==> src/hw/rtl/crc5_sensor_link_receiver_defines.svh <==
// Assertion macros for the CRC-5 sensor link receiver.
// Used by the top level; expects signals named clock and reset in scope.
`ifndef CRC5_SENSOR_LINK_RECEIVER_DEFINES_SVH
`define CRC5_SENSOR_LINK_RECEIVER_DEFINES_SVH

// same-cycle implication
`define CRC5SL_ASSERT_IMPL(label, ante, cons) \
   label: assert property (@(posedge clock) disable iff (reset) (ante) |-> (cons)) \
      else $error("crc5sl assertion failed");

// next-cycle implication
`define CRC5SL_ASSERT_NEXT(label, ante, cons) \
   label: assert property (@(posedge clock) disable iff (reset) (ante) |=> (cons)) \
      else $error("crc5sl assertion failed");

`endif

==> src/hw/rtl/crc5sl_pkg.sv <==
// Types, codes and CRC-5 functions for the CRC-5 sensor link receiver.
// No dependencies.
package crc5sl_pkg;

   localparam logic [7:0]  GEN8      = 8'hD4;
   localparam logic [15:0] GEN16     = 16'(53 << 10);
   localparam logic [7:0]  CODE_MASK = 8'h60;
   localparam logic [7:0]  CODE_LOG  = 8'h20;
   localparam logic [7:0]  CODE_ACK  = 8'h40;
   localparam logic [7:0]  CODE_RPT  = 8'h60;
   localparam logic [7:0]  CODE_RST  = 8'h00;

   localparam logic [15:0] LOG_START_RST = 16'h0500;
   localparam logic [15:0] LOG_GAP_RST   = 16'h10EB;
   localparam logic [15:0] EXT_START_RST = 16'h1100;
   localparam logic [15:0] EXT_END_RST   = 16'h18FF;

   typedef enum logic [1:0] {
      REG_LOG_START = 2'd0,
      REG_LOG_GAP   = 2'd1,
      REG_EXT_START = 2'd2,
      REG_EXT_END   = 2'd3
   } csr_index_type;

   typedef struct packed {
      logic [15:0] log_start;
      logic [15:0] log_gap_start;
      logic [15:0] ext_start;
      logic [15:0] ext_end;
   } cfg_type;

   typedef struct packed {
      logic        tx_valid;
      logic [7:0]  tx_byte;
      logic        log_valid;
      logic [15:0] log_addr;
      logic [7:0]  log_data;
      logic        log_external;
      logic        reset_issued;
      logic        readout_request;
      logic        crc_error;
   } rsp_type;

   // 3-bit header shifted through the generator, remainder placed in bits 4..0
   function automatic logic [7:0] crc3_append(input logic [7:0] b);
      logic [7:0] t;
      t = b;
      for (int k = 0; k < 3; k++) begin
         if (t[7]) t = t ^ GEN8;
         t = {t[6:0], 1'b0};
      end
      return b | {3'b000, t[7:3]};
   endfunction

   function automatic logic crc_byte_ok(input logic [7:0] b);
      logic [7:0] t;
      t = b;
      for (int k = 0; k < 3; k++) begin
         if (t[7]) t = t ^ GEN8;
         t = {t[6:0], 1'b0};
      end
      return t == 8'h00;
   endfunction

   // fixed XOR network over the data/command pair
   function automatic logic crc_word_ok(input logic [7:0] hi, input logic [7:0] lo);
      logic [15:0] t;
      t = {hi, lo};
      for (int k = 0; k < 11; k++) begin
         if (t[15]) t = t ^ GEN16;
         t = {t[14:0], 1'b0};
      end
      return t == 16'h0000;
   endfunction

   localparam logic [7:0] TX_REPEAT = crc3_append(CODE_RPT);
   localparam logic [7:0] TX_ACK    = crc3_append(CODE_ACK);
   localparam logic [7:0] TX_RESET  = crc3_append(CODE_RST);

endpackage

==> src/hw/rtl/crc5sl_decode.sv <==
// Per-transaction decode: CRC check, command handling, log pointer stepping.
// Depends on crc5sl_pkg.
module crc5sl_decode #(
   parameter int ADDR_WIDTH = 16
) (
   input  logic [7:0]            rx_byte,
   input  logic [7:0]            tos,
   input  logic [ADDR_WIDTH-1:0] ptr,
   input  crc5sl_pkg::cfg_type   cfg,
   output logic [7:0]            tos_next,
   output logic [ADDR_WIDTH-1:0] ptr_next,
   output crc5sl_pkg::rsp_type   rsp
);
   import crc5sl_pkg::*;

   localparam int W = (ADDR_WIDTH > 17) ? ADDR_WIDTH : 17;

   logic [W-1:0]          ext_end_inc;
   logic [ADDR_WIDTH-1:0] p_sel;
   logic [W-1:0]          p_wide;
   logic                  p_ext;
   logic [7:0]            code;

   assign code        = rx_byte & CODE_MASK;
   assign ext_end_inc = W'(cfg.ext_end) + W'(1);

   always_comb begin
      if (ptr == ADDR_WIDTH'(cfg.log_gap_start)) begin
         p_sel = ADDR_WIDTH'(cfg.ext_start);
      end else if (ptr == ADDR_WIDTH'(ext_end_inc)) begin
         p_sel = ADDR_WIDTH'(cfg.log_start);
      end else begin
         p_sel = ptr;
      end
   end

   assign p_wide = W'(p_sel);
   assign p_ext  = (p_wide >= W'(cfg.ext_start)) && (p_wide <= W'(cfg.ext_end));

   always_comb begin
      rsp      = '0;
      tos_next = tos;
      ptr_next = ptr;
      if (rx_byte[7]) begin
         tos_next = rx_byte;
      end else if (tos[7]) begin
         if (!crc_word_ok(tos, rx_byte)) begin
            tos_next      = '0;
            rsp.tx_valid  = 1'b1;
            rsp.tx_byte   = TX_REPEAT;
            rsp.crc_error = 1'b1;
         end else if (code == CODE_LOG) begin
            rsp.log_valid    = 1'b1;
            rsp.log_addr     = 16'(p_sel);
            rsp.log_data     = tos;
            rsp.log_external = p_ext;
            ptr_next         = p_sel + ADDR_WIDTH'(1);
            tos_next         = TX_ACK;
            rsp.tx_valid     = 1'b1;
            rsp.tx_byte      = TX_ACK;
         end else begin
            ptr_next         = ADDR_WIDTH'(cfg.log_start);
            tos_next         = TX_RESET;
            rsp.tx_valid     = 1'b1;
            rsp.tx_byte      = TX_RESET;
            rsp.reset_issued = 1'b1;
         end
      end else begin
         if (!crc_byte_ok(rx_byte)) begin
            rsp.tx_valid  = 1'b1;
            rsp.tx_byte   = TX_REPEAT;
            rsp.crc_error = 1'b1;
         end else if (code == CODE_ACK) begin
            if (tos != 8'h00) tos_next = '0;
            else rsp.readout_request = 1'b1;
         end else if (code == CODE_RPT) begin
            if (tos != 8'h00) begin
               rsp.tx_valid = 1'b1;
               rsp.tx_byte  = tos;
            end
         end
      end
   end

endmodule

==> src/hw/rtl/crc5_sensor_link_receiver.sv <==
// CRC-5 sensor link receiver top level: config registers, link state, output buffer.
// Depends on crc5sl_pkg, crc5sl_decode and crc5_sensor_link_receiver_defines.svh.
//
// Usage:
//   req_ channel: one received link byte per transaction (req_rx_byte).
//   rsp_ channel: exactly one result transaction per request: the reply byte
//     (tx), an optional log memory write, and status flags.
//   csr_ channel: register writes (index 0..3: log_start, log_gap_start,
//     ext_start, ext_end); always ready, write only while the block is idle.
// Results: each result is registered, in the skid register while another waits.
// Throughput: one transaction per cycle while req_ready is high; the decode
//   is a single pass of CRC XOR network and pointer compare between the
//   accept edge and the result register.
// Stall: a two-entry output buffer (result register plus skid register)
//   lets one more request in while a result waits; req_ready drops only
//   when both entries are full.
// Reset: registers return to their defaults, the held byte clears, the log
//   pointer goes to the log_start default and both output entries empty.
module crc5_sensor_link_receiver #(
   parameter int ADDR_WIDTH = 16
) (
   input  logic        clock,
   input  logic        reset,
   input  logic        req_valid,
   output logic        req_ready,
   input  logic [7:0]  req_rx_byte,
   output logic        rsp_valid,
   input  logic        rsp_ready,
   output logic        rsp_tx_valid,
   output logic [7:0]  rsp_tx_byte,
   output logic        rsp_log_valid,
   output logic [15:0] rsp_log_addr,
   output logic [7:0]  rsp_log_data,
   output logic        rsp_log_external,
   output logic        rsp_reset_issued,
   output logic        rsp_readout_request,
   output logic        rsp_crc_error,
   input  logic        csr_valid,
   output logic        csr_ready,
   input  logic [1:0]  csr_index,
   input  logic [15:0] csr_data
);
   import crc5sl_pkg::*;
   `include "crc5_sensor_link_receiver_defines.svh"

   cfg_type               cfg_ff;
   logic [7:0]            tos_ff;
   logic [ADDR_WIDTH-1:0] ptr_ff;
   logic [7:0]            tos_in;
   logic [ADDR_WIDTH-1:0] ptr_in;
   rsp_type               res;
   rsp_type               out_ff;
   rsp_type               skid_ff;
   logic                  out_valid_ff;
   logic                  skid_valid_ff;
   logic                  req_take;
   logic                  rsp_take;
   csr_index_type         csr_sel;

   assign csr_ready = 1'b1;
   assign csr_sel   = csr_index_type'(csr_index);
   assign req_ready = !skid_valid_ff;
   assign req_take  = req_valid && req_ready;
   assign rsp_valid = out_valid_ff;
   assign rsp_take  = out_valid_ff && rsp_ready;

   always_ff @(posedge clock) begin
      if (reset) begin
         cfg_ff.log_start     <= LOG_START_RST;
         cfg_ff.log_gap_start <= LOG_GAP_RST;
         cfg_ff.ext_start     <= EXT_START_RST;
         cfg_ff.ext_end       <= EXT_END_RST;
      end else if (csr_valid) begin
         unique case (csr_sel)
            REG_LOG_START: cfg_ff.log_start     <= csr_data;
            REG_LOG_GAP:   cfg_ff.log_gap_start <= csr_data;
            REG_EXT_START: cfg_ff.ext_start     <= csr_data;
            REG_EXT_END:   cfg_ff.ext_end       <= csr_data;
            default: ;
         endcase
      end
   end

   crc5sl_decode #(
      .ADDR_WIDTH(ADDR_WIDTH)
   ) u_decode (
      .rx_byte (req_rx_byte),
      .tos     (tos_ff),
      .ptr     (ptr_ff),
      .cfg     (cfg_ff),
      .tos_next(tos_in),
      .ptr_next(ptr_in),
      .rsp     (res)
   );

   always_ff @(posedge clock) begin
      if (reset) begin
         tos_ff <= '0;
         ptr_ff <= ADDR_WIDTH'(LOG_START_RST);
      end else if (req_take) begin
         tos_ff <= tos_in;
         ptr_ff <= ptr_in;
      end
   end

   // output register plus skid entry
   always_ff @(posedge clock) begin
      if (reset) begin
         out_valid_ff  <= 1'b0;
         skid_valid_ff <= 1'b0;
      end else begin
         if (skid_valid_ff) begin
            if (rsp_take) begin
               out_valid_ff  <= 1'b1;
               skid_valid_ff <= 1'b0;
            end
         end else if (req_take) begin
            if (out_valid_ff && !rsp_ready) skid_valid_ff <= 1'b1;
            else out_valid_ff <= 1'b1;
         end else if (rsp_take) begin
            out_valid_ff <= 1'b0;
         end
      end
   end

   always_ff @(posedge clock) begin
      if (skid_valid_ff) begin
         if (rsp_take) out_ff <= skid_ff;
      end else if (req_take) begin
         if (out_valid_ff && !rsp_ready) skid_ff <= res;
         else out_ff <= res;
      end
   end

   assign rsp_tx_valid        = out_ff.tx_valid;
   assign rsp_tx_byte         = out_ff.tx_byte;
   assign rsp_log_valid       = out_ff.log_valid;
   assign rsp_log_addr        = out_ff.log_addr;
   assign rsp_log_data        = out_ff.log_data;
   assign rsp_log_external    = out_ff.log_external;
   assign rsp_reset_issued    = out_ff.reset_issued;
   assign rsp_readout_request = out_ff.readout_request;
   assign rsp_crc_error       = out_ff.crc_error;

   `CRC5SL_ASSERT_IMPL(a_skid_needs_out, skid_valid_ff, out_valid_ff)
   `CRC5SL_ASSERT_IMPL(a_log_sends_ack, out_valid_ff && out_ff.log_valid,
      out_ff.tx_valid && (out_ff.tx_byte == TX_ACK))
   `CRC5SL_ASSERT_NEXT(a_data_held, req_take && req_rx_byte[7],
      tos_ff == $past(req_rx_byte))

endmodule

==> config.mk <==
export PLATFORM = sky130hd
export DESIGN_NAME = crc5_sensor_link_receiver
export DESIGN_NICKNAME = d
export VERILOG_FILES = /design/src/hw/rtl/crc5sl_pkg.sv /design/src/hw/rtl/crc5sl_decode.sv /design/src/hw/rtl/crc5_sensor_link_receiver.sv
export VERILOG_INCLUDE_DIRS = /design/src /design/src/hw/rtl
export SDC_FILE = /design/constraint.sdc
export NUM_CORES = 1
export LEC_CHECK = 0
export CORE_MARGIN = 1
export CORE_UTILIZATION = 40
export CTS_BUF_LIST = sky130_fd_sc_hd__clkbuf_4 sky130_fd_sc_hd__clkbuf_8
export DETAILED_ROUTE_END_ITERATION = 8
export DONT_BUFFER_PORTS = 1
export PLACE_DENSITY_LB_ADDON = 0.2
export SLEW_MARGIN = 20
export SYNTH_ARGS = -nofsm -noshare
export SYNTH_HDL_FRONTEND = slang
export SYNTH_SLANG_ARGS = --single-unit
==> constraint.sdc <==
create_clock -name clock -period 8 [get_ports clock]
set_clock_uncertainty 0.15 [all_clocks]
set_input_delay 1.6 -clock clock [delete_from_list [all_inputs] [get_ports clock]]
set_output_delay 1.6 -clock clock [all_outputs]
set_load 0.03 [all_outputs]
**Word level (Yosys, flattened, before mapping)**

Cells that the tools add are included.

- Magnitude comparators: 2
- Eq/ne operators: 11
- Muxes and demuxes: 82
- Bitwise gates (word level): 15
- Reductions and logical operators: 24
- Add/sub/neg operators: 2

Operators by type and width:

| cell | count |
|---|---|
| 15-bit 2-to-1 mux | 32 |
| 38-bit 2-to-1 mux | 5 |
| 7-bit 2-to-1 mux | 12 |
| 27-bit 2-to-1 mux | 2 |
| 16-bit 2-to-1 mux | 3 |
| 9-bit 2-to-1 mux | 5 |
| 8-bit 2-to-1 mux | 5 |
| 3-bit NOT | 13 |
| 16-bit by 1-bit adder with 16-bit output, second input constant | 2 |
| 16-bit equality test | 2 |
| 26-bit 2-to-1 mux | 1 |
| 1-bit 2-to-1 mux | 17 |
| 16-bit >= comparator | 1 |
| 16-bit less-or-equal comparator | 1 |
| 15-bit zero test | 1 |
| 3-bit AND reduction | 3 |
| 3-bit nonzero test | 3 |
| 2-bit equality test, second input constant | 4 |
| 2-bit AND reduction | 4 |
| 4-bit AND reduction | 2 |
| 8-bit nonzero test | 1 |
| 7-bit zero test | 1 |
| 2-bit by 1-bit equality test with 1-bit output, second input constant | 2 |
| 1-bit logical AND | 4 |
| other kinds (7) | 10 |

- Logic and storage cells: 163
- Register bits after elaboration: 166
- Output and inout port bits: 41

**Depth between registers and ports, before layout**

- Word-level depth: 50
- Mapped depth: 23
- Mapped depth without buffers: 21

**Cells and area by module**

From an unflattened synthesis, not the netlist that was laid out.

- Cells, all modules: 1,025
- Area, all modules: 9,469.1 um^2

By module, submodules not included:

| module | instances | cells each | area an instance (um^2) |
|---|---|---|---|
| crc5_sensor_link_receiver | 1 | 517 | 5,950.7 |
| crc5sl_decode | 1 | 508 | 3,518.4 |

**Least setup slack after synthesis**

Ideal clock, no wire load.

- Kind: reg-to-reg
- From: register cfg_ff[0] (netlist bit)
- To: register out_ff, in the netlist rsp_log_external (data pin)
- Data required time: 7.590 ns
- Arrival time: 4.062 ns
- Stages on the path, launching flop included: 21
- Slack: 3.528 ns
- Period minus slack after synthesis: 4.472 ns
- Library setup time: 0.260 ns
- Cell sequence: dfxtp_1 ha_1 nand3_1 o21ai_0 nor4b_2 nand4_1 or3_1 clkbuf_1 or4_1 o211ai_2 inv_1 ha_1 a21o_1 a21o_1 a21o_1 a21oi_1 o211ai_1 a31oi_1 o21a_1 nor3_1 mux2_2

RTL lines:

| what | line | RTL |
|---|---|---|
| start: declaration | crc5_sensor_link_receiver.sv:46 | `cfg_type cfg_ff;` |
| end signal: assignment | crc5_sensor_link_receiver.sv:128 | `if (rsp_take) out_ff <= skid_ff;` |
| end signal: assignment | crc5_sensor_link_receiver.sv:131 | `else out_ff <= res;` |
| end: declaration | crc5_sensor_link_receiver.sv:52 | `rsp_type out_ff;` |

==> results <==
- The run finished with clean final reports.
- The multi-input logic area is between 4000 and 5000 um2.
- In the final routed layout, each cell accounts on average for slightly below 20 um.
- The initial core utilization is 0.408.
- The number of slew-limit violations in the final report is 0.
- The type of the setup path with the least slack is flop to flop.
- Counting every instance in the synthesized netlist gives 973.
- The count of cells in the finished layout, fillers not included, comes to 1236.
- The deepest level of the CTS H-tree is 4.
- The worst setup path is launched from a flop.
- Among all flip-flop cells after synthesis, the most frequent one is sky130_fd_sc_hd__dfxtp_1.
- The share of synthesized area in the top cell type comes to 0.242.
- The sequential cell area is 3960 um2.
- Counting instances, the worst hold path has a depth of 2.
- The final period demand of the worst path is 5.53 ns.
- The share of layout cells above drive strength 1 is 0.103.
- The most frequent cell after synthesis is sky130_fd_sc_hd__nand2_1.
- Buffers inserted during clock tree synthesis total 17.
- The cell with the most instances on the worst path is sky130_fd_sc_hd__o21a_1.
- The number of iterations in the first detailed-routing pass is 5.
- The end of the worst hold path is cfg_ff[17].
- In this run the core area contains between 50 and 60 standard-cell rows.
- The global placer's final weighted congestion is approximately 0.90.
- When the netlist entered floorplanning its net count stood at 1041.
- The cell area after synthesis is a little under 9000 um2.
- The signal on the critical path passes through ha_1, nand3_1, o21ai_0, nor4b_2, nand4_1, nor3_4, nand2_4, o311ai_1, inv_1, ha_1, nor2b_1, o21a_1, o21a_1, o21a_1, o21a_1, o21a_1, o21a_1, o21ai_0, a21oi_1, nor3_1, mux2_2.
- The finished cells cover 9540 um2.
- The largest net degree at the start of global routing is 66.
- Across the run, the number of max-cap violations was 0.
- Detailed placement finished with a half-perimeter wire length of around 17000 um.
- The average via count per standard cell is roughly 5.6.
- The die footprint is 23000 um2.
- The combined buffer and inverter count along the critical path is 1.
- In this design, the largest share of critical-path delay is due to compound AO/OA/AOI/OAI gates.
- The hold violation count in the final report was 0.
- On the worst path, the slowest cell contributes a delay of approximately 0.65 ns.
- The insertion delay of the later-clocked pin in the worst-skew pair is approximately 0.48 ns.
- Sorting the synthesized cells by how often they occur yields sky130_fd_sc_hd__nand2_1, sky130_fd_sc_hd__dfxtp_1, sky130_fd_sc_hd__a21oi_1, sky130_fd_sc_hd__edfxtp_1, sky130_fd_sc_hd__inv_1.
- Buffers placed on the I/O ports in this run total 0.
- The largest individual stage delay along the critical path comes from the cell sky130_fd_sc_hd__o311ai_1.
- The worst register-to-register path has a depth of 21.
- The mean instance size in the synthesized netlist is slightly above 9 um2.
- The number of distinct library cells after synthesis is just under 80.
- The number of antenna violations at the first check in global routing is 0.
- The floorplan step set the die width to 152 um.
- The endpoint of the most critical register-to-register path is rsp_log_external.
- The total instance count after detailed placement is about 1200.
- The DRC violation total after the first TritonRoute iteration is 563.
- The I/O pin count is 72.
- The critical-path maximum fanout is 12.
- The region available for standard cell placement spans 21900 um2.
- The portion of the post-synthesis area used by sequential elements is 0.443.
- The reg-to-reg setup timing slack is around 2.5 ns.
- The routed layout has between 6000 and 7000 vias.
- The remaining max-slew budget at the tightest pin is 0.326.
- After clock tree synthesis, the repair step resized 0 gates.
- The standby leakage power is between 3 and 4 nW.
- The worst setup margin is 2.47 ns.
- The synthesized design contains 162 register bits.
- Timing would allow up to 181 MHz.
- Relative to the synthesized area, the layout overhead comes to 6.63%.
- Setup violations remaining at the end of the flow were counted as 0.
- The global-route wire length before repair is 37500 um.
- The power density over the cells is 182 nW/um2.
- The total routing usage reported by global routing is 0.218.
- The actual transition at the worst max-transition pin is 1.01 ns.
- Yosys mapped a number of flops with a built-in enable equal to 72.
- After detailed routing, the number of remaining DRC violations is 0.
- The cell chosen for the clock root is sky130_fd_sc_hd__clkbuf_8.
- Setup repair after global routing left no endpoint under its margin.
- The wire length after detailed routing is approximately 24000 um.
- By area the synthesized netlist is led by sky130_fd_sc_hd__edfxtp_1, sky130_fd_sc_hd__dfxtp_1, sky130_fd_sc_hd__nand2_1.
- The number of inserted diodes is 0.
- The required time at the worst-slack endpoint is 8.20 ns.
- The height of the die is 152 um.
- The total of warnings raised by yosys is 0.
- The number of antenna-violating nets in the routed design is 0.
- The number of nets in the final layout is 1011.
- The start point of the worst hold path is cfg_ff[17].
- Summed over all failing endpoints, the final setup total negative slack is 0 ns.
- The maximum count of clock buffers along a single path is 2.
- The total global routing overflow is 0.
- Before CTS, the worst setup slack after placement is between 2 and 3 ns.
- After filler insertion, the fill cell instance count of the layout stands at 2199.
- For this design, the sink count on the clock tree is between 150 and 200.
- Clock-pin slew was measured on the worst setup and hold paths at 0.11 ns.
- The number of global-route vias before repair came to between 6000 and 7000.
- The critical path data arrival time is 5.73 ns.
- The ratio of final minimum period to clock period is 0.692.
- For this run, asynchronously set or reset flops after synthesis account for 0.
- TritonCTS built the clock tree.
- The endpoint kind of the worst setup timing path is a flop.
- In this run the critical register-to-register path is launched from cfg_ff[0].
- The total of hold buffers inserted after clock tree synthesis is 0.
- The worst-case IR drop observed on VDD is 0.109 mV.
- Buffers added to address setup during post-CTS repair amount to 0.
- Once placement finished, the instance area stood at 9150 um2.
- The worst hold path belongs to the class flop to flop.
- sky130_fd_sc_hd__edfxtp_1 takes more of the synthesized area than any other cell.
==> how the worst max path moves through the flow <==
stage | start | endpoint | slack, ns | depth (start not counted)
global placement | cfg_ff[0] | rsp_log_external | 2.79 | 21
global route | cfg_ff[0] | rsp_log_external | 2.11 | 21
finish | cfg_ff[0] | rsp_log_external | 2.47 | 21
floorplan | cfg_ff[0] | rsp_log_external | 3.53 | 20
detailed placement | cfg_ff[0] | rsp_log_external | 2.57 | 21
CTS | cfg_ff[0] | rsp_log_external | 2.53 | 21
==> area by class of cell <==
type	count	share of cell area
clock buffers	17	0.0245
inverters	48	0.0190
well taps	280	0.0367
flip-flops and latches	162	0.416
multi-input cells	706	0.479
clock inverters	15	0.0161
repair buffers	8	0.00840
==> report_power, final <==
| part | internal, mW | switching [mW] |
|---|---|---|
| Clock | 0.235 | 0.366 |
| Sequential | 0.901 | 0.0617 |
| Combinational | 0.0695 | 0.101 |
| Total | 1.21 | 0.529 |
==> cells by family (layout without fill, tap and decap cells) <==
group                      count (synthesis)  after routing  synth area share
muxes                                     33             33            0.0406
other                                      2              2          0.000840
buffers and inverters                    105             88            0.0476
adders and majority gates                 37             37            0.0518
and+or+nand+nor                          360            360             0.200
xor gates and xnor gates                  56             56            0.0581
AOI/OAI and AO/OA                        218            218             0.158
DFF                                      162            162             0.443
==> registers in the layout (all words and copies together) (netlist names) <==
| signal | cells |
|---|---|
| cfg_ff | 64 |
| ptr_ff | 16 |
| rsp_crc_error | 1 |
| rsp_log_addr | 16 |
| rsp_log_data | 7 |
| rsp_log_external | 1 |
| rsp_log_valid | 1 |
| rsp_readout_request | 1 |
| rsp_reset_issued | 1 |
| rsp_tx_byte | 7 |
| rsp_tx_valid | 1 |
| rsp_valid | 1 |
| skid_ff | 36 |
| skid_valid_ff | 1 |
| tos_ff | 8 |
==> metal layers <==
metal	part of all wire	vias up	track usage	routed length (um)
met3	0.054	28	0.0440	1280
met1	0.51	3336	0.327	12200
li1	-	3400	-	-
met4	0.016	0	0.0663	392
met2	0.42	191	0.310	10000
met5	0	-	0	0
==> cells in the final DEF (no fill, tap or decap), types with 29 or more instances in the layout <==
master,count
sky130_fd_sc_hd__a21oi_1,88
sky130_fd_sc_hd__nor2_1,44
sky130_fd_sc_hd__o21ai_0,31
sky130_fd_sc_hd__dfxtp_1,90
sky130_fd_sc_hd__xor2_1,29
sky130_fd_sc_hd__nand3_1,33
sky130_fd_sc_hd__nand2_1,169
sky130_fd_sc_hd__edfxtp_1,72
sky130_fd_sc_hd__inv_1,46
sky130_fd_sc_hd__ha_1,37
==> worst min-delay path, cell delays in order, from the launching register on <==
cell,delay (ns)
sky130_fd_sc_hd__dfxtp_1,0.32
sky130_fd_sc_hd__nand2_1,0.05
sky130_fd_sc_hd__a21oi_1,0.05
==> through the flow <==
step                total power, mW   util  hold WS (ns)
global route                   1.81  0.436         0.337
detailed placement             1.15  0.418         0.292
floorplan                      1.11      -         0.286
global placement               1.15  0.417         0.289
finish                         1.73  0.436         0.311
CTS                            1.75  0.436         0.307
No activity file was read; power rests on OpenSTA's default activity.
